===== src/rtl/lcgr_pkg.sv =====
// lcgr_pkg: shared constants and sequencer state type for the ranged lcg block
// no dependencies
package lcgr_pkg;

    localparam logic [63:0] LCG_MUL  = 64'h5D588B656C078965;
    localparam logic [63:0] LCG_ADD  = 64'h0000000000269EC3;
    localparam logic [32:0] WORD_DIV = 33'h0FFFFFFFF;

    localparam logic [1:0] MODE_RAW   = 2'd0;
    localparam logic [1:0] MODE_BOUND = 2'd1;
    localparam logic [1:0] MODE_RANGE = 2'd2;
    localparam logic [1:0] MODE_SEED  = 2'd3;

    typedef enum logic [3:0] {
        ST_IDLE,
        ST_MUL_LL,
        ST_MUL_HL,
        ST_MUL_LH,
        ST_ADD,
        ST_SCALE,
        ST_DIV,
        ST_FIN,
        ST_OUT
    } seq_state_t;

endpackage


===== src/rtl/lcgr_mul32.sv =====
// lcgr_mul32: shared 32x32 unsigned multiplier with registered product
// depends on nothing
module lcgr_mul32 (
    input  logic        aclk,
    input  logic [31:0] op_a,
    input  logic [31:0] op_b,
    output logic [63:0] prod_reg
);

    logic [63:0] prod_next;

    assign prod_next = {32'd0, op_a} * {32'd0, op_b};

    always_ff @(posedge aclk) begin
        prod_reg <= prod_next;
    end

endmodule


===== src/rtl/lcg64_ranged_random.sv =====
// lcg64_ranged_random: 64-bit lcg with raw, bounded, ranged and seed-load modes
// depends on lcgr_pkg and lcgr_mul32
// from accept, a seed load or a non-positive bound goes straight to the output state;
// a raw word passes mul_ll, mul_hl, mul_lh and add; bounded or ranged adds scale, div, fin
// one item at a time; s_ready returns the cycle after the result is taken
// all work goes through one registered 32x32 multiplier (three partial products
// for the state update, one for the scale); aresetn clears the state to zero
module lcg64_ranged_random (
    input  logic        aclk,
    input  logic        aresetn,
    input  logic        s_valid,
    output logic        s_ready,
    input  logic [1:0]  s_mode,
    input  logic [63:0] s_seed_value,
    input  logic signed [31:0] s_range_low,
    input  logic signed [31:0] s_range_high,
    output logic        m_valid,
    input  logic        m_ready,
    output logic [31:0] m_raw_word,
    output logic signed [31:0] m_ranged_value,
    output logic [63:0] m_state_now
);

    lcgr_pkg::seq_state_t st_reg, st_next;

    logic [63:0] gen_reg, gen_next;
    logic [1:0]  mode_reg, mode_next;
    logic [31:0] lo_reg, lo_next;
    logic [31:0] bound_reg, bound_next;
    logic [31:0] word_reg, word_next;
    logic [31:0] ranged_reg, ranged_next;
    logic [63:0] acc_reg, acc_next;
    logic [31:0] cross_reg, cross_next;
    logic [31:0] q_reg, q_next;

    logic [31:0] op_a, op_b;
    logic [63:0] prod_reg;

    logic [31:0] in_bound;
    logic        in_bad;
    logic [63:0] upd_state;
    logic [32:0] div_rem;
    logic [31:0] q_clamped;

    lcgr_mul32 u_mul (
        .aclk     (aclk),
        .op_a     (op_a),
        .op_b     (op_b),
        .prod_reg (prod_reg)
    );

    assign in_bound = (s_mode == lcgr_pkg::MODE_BOUND) ? s_range_high
                    : (s_range_high - s_range_low + 32'd1);
    assign in_bad   = (in_bound == 32'd0) || in_bound[31];

    assign upd_state = acc_reg + {cross_reg + prod_reg[31:0], 32'd0} + lcgr_pkg::LCG_ADD;
    assign div_rem   = {1'b0, prod_reg[31:0]} + {1'b0, prod_reg[63:32]};
    assign q_clamped = (q_reg >= bound_reg) ? (bound_reg - 32'd1) : q_reg;

    always_ff @(posedge aclk) begin
        if (!aresetn) begin
            st_reg  <= lcgr_pkg::ST_IDLE;
            gen_reg <= 64'd0;
        end else begin
            st_reg  <= st_next;
            gen_reg <= gen_next;
        end
    end

    always_ff @(posedge aclk) begin
        mode_reg   <= mode_next;
        lo_reg     <= lo_next;
        bound_reg  <= bound_next;
        word_reg   <= word_next;
        ranged_reg <= ranged_next;
        acc_reg    <= acc_next;
        cross_reg  <= cross_next;
        q_reg      <= q_next;
    end

    always_comb begin
        st_next     = st_reg;
        gen_next    = gen_reg;
        mode_next   = mode_reg;
        lo_next     = lo_reg;
        bound_next  = bound_reg;
        word_next   = word_reg;
        ranged_next = ranged_reg;
        acc_next    = acc_reg;
        cross_next  = cross_reg;
        q_next      = q_reg;
        op_a        = gen_reg[31:0];
        op_b        = lcgr_pkg::LCG_MUL[31:0];
        s_ready     = 1'b0;
        m_valid     = 1'b0;

        unique case (st_reg)
            lcgr_pkg::ST_IDLE: begin
                s_ready = 1'b1;
                if (s_valid) begin
                    mode_next   = s_mode;
                    lo_next     = s_range_low;
                    bound_next  = in_bound;
                    word_next   = 32'd0;
                    ranged_next = 32'd0;
                    priority if (s_mode == lcgr_pkg::MODE_SEED) begin
                        gen_next = s_seed_value;
                        st_next  = lcgr_pkg::ST_OUT;
                    end else if (s_mode != lcgr_pkg::MODE_RAW && in_bad) begin
                        if (s_mode == lcgr_pkg::MODE_RANGE) begin
                            ranged_next = s_range_low;
                        end
                        st_next = lcgr_pkg::ST_OUT;
                    end else begin
                        st_next = lcgr_pkg::ST_MUL_LL;
                    end
                end
            end
            lcgr_pkg::ST_MUL_LL: begin
                op_a    = gen_reg[31:0];
                op_b    = lcgr_pkg::LCG_MUL[31:0];
                st_next = lcgr_pkg::ST_MUL_HL;
            end
            lcgr_pkg::ST_MUL_HL: begin
                op_a     = gen_reg[63:32];
                op_b     = lcgr_pkg::LCG_MUL[31:0];
                acc_next = prod_reg;
                st_next  = lcgr_pkg::ST_MUL_LH;
            end
            lcgr_pkg::ST_MUL_LH: begin
                op_a       = gen_reg[31:0];
                op_b       = lcgr_pkg::LCG_MUL[63:32];
                cross_next = prod_reg[31:0];
                st_next    = lcgr_pkg::ST_ADD;
            end
            lcgr_pkg::ST_ADD: begin
                gen_next  = upd_state;
                word_next = upd_state[63:32];
                if (mode_reg == lcgr_pkg::MODE_RAW) begin
                    st_next = lcgr_pkg::ST_OUT;
                end else begin
                    st_next = lcgr_pkg::ST_SCALE;
                end
            end
            lcgr_pkg::ST_SCALE: begin
                op_a    = bound_reg;
                op_b    = word_reg;
                st_next = lcgr_pkg::ST_DIV;
            end
            lcgr_pkg::ST_DIV: begin
                // divide by 2^32-1: quotient estimate is the high word, one correction
                if (div_rem >= lcgr_pkg::WORD_DIV) begin
                    q_next = prod_reg[63:32] + 32'd1;
                end else begin
                    q_next = prod_reg[63:32];
                end
                st_next = lcgr_pkg::ST_FIN;
            end
            lcgr_pkg::ST_FIN: begin
                if (mode_reg == lcgr_pkg::MODE_RANGE) begin
                    ranged_next = q_clamped + lo_reg;
                end else begin
                    ranged_next = q_clamped;
                end
                st_next = lcgr_pkg::ST_OUT;
            end
            lcgr_pkg::ST_OUT: begin
                m_valid = 1'b1;
                if (m_ready) begin
                    st_next = lcgr_pkg::ST_IDLE;
                end
            end
            default: begin
                st_next = lcgr_pkg::ST_IDLE;
            end
        endcase
    end

    assign m_raw_word     = word_reg;
    assign m_ranged_value = ranged_reg;
    assign m_state_now    = gen_reg;

endmodule


===== config.mk =====
export PLATFORM = sky130hd
export DESIGN_NAME = lcg64_ranged_random
export DESIGN_NICKNAME = d
export VERILOG_FILES = /design/src/rtl/lcgr_pkg.sv /design/src/rtl/lcgr_mul32.sv /design/src/rtl/lcg64_ranged_random.sv
export SDC_FILE = /design/constraint.sdc
export NUM_CORES = 2
export LEC_CHECK = 0
export ABC_AREA = 1
export BUFFER_PORTS_ARGS = -buffer_cell sky130_fd_sc_hd__buf_2
export CAP_MARGIN = 20
export CORE_MARGIN = 10
export CORE_UTILIZATION = 45
export CTS_BUF_LIST = sky130_fd_sc_hd__clkbuf_16
export CTS_CLUSTER_SIZE = 25
export DETAILED_ROUTE_END_ITERATION = 10
export HOLD_SLACK_MARGIN = 0.12
export PLACE_DENSITY_LB_ADDON = 0.3
export SLEW_MARGIN = 20
export SYNTH_ARGS = -nofsm -noshare
export SYNTH_HDL_FRONTEND = slang
export SYNTH_HIERARCHICAL = 1
export SYNTH_SLANG_ARGS = --single-unit

===== constraint.sdc =====
create_clock -name aclk -period 12.29 [get_ports aclk]
set_input_delay 0.6145 -clock aclk [delete_from_list [all_inputs] [get_ports aclk]]
set_output_delay 0.6145 -clock aclk [all_outputs]
set_load 0.01 [all_outputs]

==> results.md <==
* Outcome: completed
* Met1 wire length at 103,100 microns
* Sequential share of the synthesized area at 16.31%
* Routed vias at 57,130
* RSZ-0062 raised after global routing: false
* # IOs at 264
* DRT iter0 DRCs at 5,746
* Final min period at 9.044 ns
* Number of fill cells at 14,160
* Most Frequent Cell on Critical Path: fa_1
* # setup viols final at 0
* CTS Root Cell: clkbuf_16
* Total CTS buffers at 49
* Distinct cells, synth at 60
* Pin count of the biggest net entering global routing at 72
* First-pass iteration count of the detailed router at 6
* Met3 wire len at 23,540 microns
* Most common cell after layout, fill and taps aside: nand2_1
* Post-route cell area at 68,920 sq um
* WP data required at 12.85 ns
* Fin Setup TNS at 0 ns
* Met2 Wirelength at 106,400 microns
* Cell Area, Placed at 67,110 sq um
* Final hold viol count at 0
* WS Path Type: flop to flop
* Post-CTS sizing at 0
* Max stage delay on crit path at 0.69 ns
* Worst path top cell family by delay: adder cells
* Synth area leaders: fa_1 (28%), nand2_1 (15%), inv_1 (13%)
* Top FF cell, synth: edfxtp_1
* Area fraction of the dominant cell type after synthesis at 28.28%
* Post-DRT Antenna Nets at 0
* Leak at 39.07 nW
* Synth Cell Area at 63,700 sq um
* Avg WL per Cell at 22.63 microns
* CTS H-tree lvls at 2
* Grt total ovfl at 0
* Chip Height at 396.2 microns
* Chip width at 396.2 microns
* R2r endpoint: u_mul/prod_reg[47]$_DFF_P_
* Yosys Warn Count at 6
* Hold path start: s_range_low[22]
* Post-synthesis register bit count at 390
* Drt drc at 0
* Clock Sinks at 390
* Synth area leader: fa_1
* Worst path slowest cell: nor2_2
* Skew final at 0.05552 ns
* Final net count at 10,310
* Max VDD drop at 0.0001093 V
* Origin of the critical flop-to-flop path: st_reg[2]$_SDFFE_PN0P_
* Number of flops mapped to enable cells by yosys at 258
* Slew Limit Fails at 0
* Max layer used: met5
* Detailed Route WL at 242,900 microns
* Async S/R FF share, synth at 0%
* Place WS at 3.382 ns
* Avg Inst Size Synth at 7.357 sq um
* Mapped Cells at 8,658
* Crit path DAT at 9.61 ns
* Die area at 157,000 sq um
* Cts hold-fix bufs at 0
* R2r setup slk at 3.25 ns
* Tightest Pin Transition at 1.208 ns
* Commonest cells after routing, fill and taps aside: nand2_1 (2,494), inv_1 (2,225), fa_1 (900)
* Worst skew pair latency at 0.69 ns
* CTS tree: done
* Synthesized Nets at 10,180
* First-pass GRT wire length at 362,100 microns
* Share of layout cells above drive strength 1 at 6.699%
* Gr usage total at 30.50%
* Area Growth Syn to Fin at 8.197%
* WP buf/inv at 9
* Worst Reg-to-Reg Cells at 30
* Maxcap violations at 0
* Worst-path clk slew at 0.06 ns
* Worst setup slack after layout at 3.246 ns
* Initial antenna violation count at 23
* Post-CTS Setup Bufs at 0
* Number of vias per cell at 5.323
* Hold Path Depth at 1
* Site Rows at 138
* Final Cycle Share at 73.59%
* Hold Path End: lo_reg[22]$_DFFE_PP_
* Port-buffer cells at 263
* GPL Wtd Cong at 1.016
* Initial Utilization at 45.16%
* Core area at 141,100 sq um
* PwrDens at 150.6 nW/um^2
* Worst hold slack at 0.1806 ns
* Crit. End Element: flop
* Worst Path Max Fanout at 55
* Vias in the first global route at 56,980
* Detailed Place HPWL at 200,000 microns
* Slew margin rel. at 19.17%
* Fmax at 0.1106 GHz
* Startpoint types: flop
* Maximum root-to-sink buffer count at 3
* Worst Hold Class: primary input to flop
how the worst max path moves through the flow:
| stage | start | end | slack (ns) | cells past startpoint |
|---|---|---|---|---|
| 3_3_place_gp | st_reg[2]$_SDFFE_PN0P_ | u_mul/prod_reg[25]$_DFF_P_ | 3.29 | 28 |
| 4_1_cts | st_reg[2]$_SDFFE_PN0P_ | u_mul/prod_reg[47]$_DFF_P_ | 3.39 | 30 |
| 2_1_floorplan | st_reg[1]$_SDFFE_PN0P_ | u_mul/prod_reg[62]$_DFF_P_ | 3.45 | 32 |
| 3_5_place_dp | st_reg[2]$_SDFFE_PN0P_ | u_mul/prod_reg[35]$_DFF_P_ | 3.38 | 32 |
| 6_report | st_reg[2]$_SDFFE_PN0P_ | u_mul/prod_reg[47]$_DFF_P_ | 3.25 | 30 |
| 5_1_grt | st_reg[2]$_SDFFE_PN0P_ | u_mul/prod_reg[62]$_DFF_P_ | 2.72 | 30 |
cell type report:
cell class	count	area [sq um]	area share, %
sequential	390	10390	15.08
timing repair buffer	355	2014	2.923
multi-input combinational	5748	43910	63.71
inverter	2252	8454	12.27
tap	1890	2365	3.431
clock buffer	50	1251	1.815
clock inverter	42	520.5	0.7552
antenna	6	15.01	0.02178
Yosys cell counts (4+ instances only):
cell type	number
xnor2_1	36
o221ai_1	17
nand3b_1	14
o211ai_1	56
nor4_1	15
inv_1	2224
nor3_2	8
nand2_1	2502
a21oi_1	309
buf_1	5
edfxtp_1	258
o21bai_1	26
clkinv_1	7
a31oi_1	26
o21ai_1	48
nand4_1	54
nand2_2	12
nor2_1	406
a21boi_1	4
fa_1	900
nor2_2	25
o21a_1	16
o22ai_1	10
clkbuf_1	250
nand3_1	254
nand3_2	5
nor3_1	68
inv_2	21
or2_2	34
dfxtp_1	132
o31ai_1	4
buf_2	10
o21ai_0	216
xor2_1	146
ha_1	484
a21o_1	14
metrics by stage:
| step | std cells | power [W] | util (%) |
|---|---|---|---|
| finish | 10730 | 0.01038 | 48.86 |
| global route | 10730 | 0.01114 | 48.85 |
| CTS | 10730 | 0.01032 | 48.83 |
| detailed placement | 10630 | 0.008644 | 47.57 |
| global placement | 10630 | 0.008631 | 47.57 |
| floorplan | 8658 | 0.006221 | - |
metal layers:
metal,up-vias,track usage (%)
met5,-,0
met4,8,10.32
met1,27840,42.65
met2,2715,47.54
li1,26090,-
met3,483,5.389
cell families after synthesis:
family,share of synthesized area (%)
AOI/OAI and AO/OA,6.822
xor gates and xnor gates,2.502
adders and majority gates,37.79
buffers and inverters,14.90
DFF,16.31
and+or+nand+nor,21.67
where the power goes:
part / switching (W) / internal [W] / total, W / leakage, nW
logic: 0.00446 / 0.00219 / 0.00666 / 34.7
clock network: 0.000682 / 0.000927 / 0.00161 / 0.847
registers: 0.000400 / 0.00171 / 0.00211 / 3.53
(Power assumes the default switching activity.)
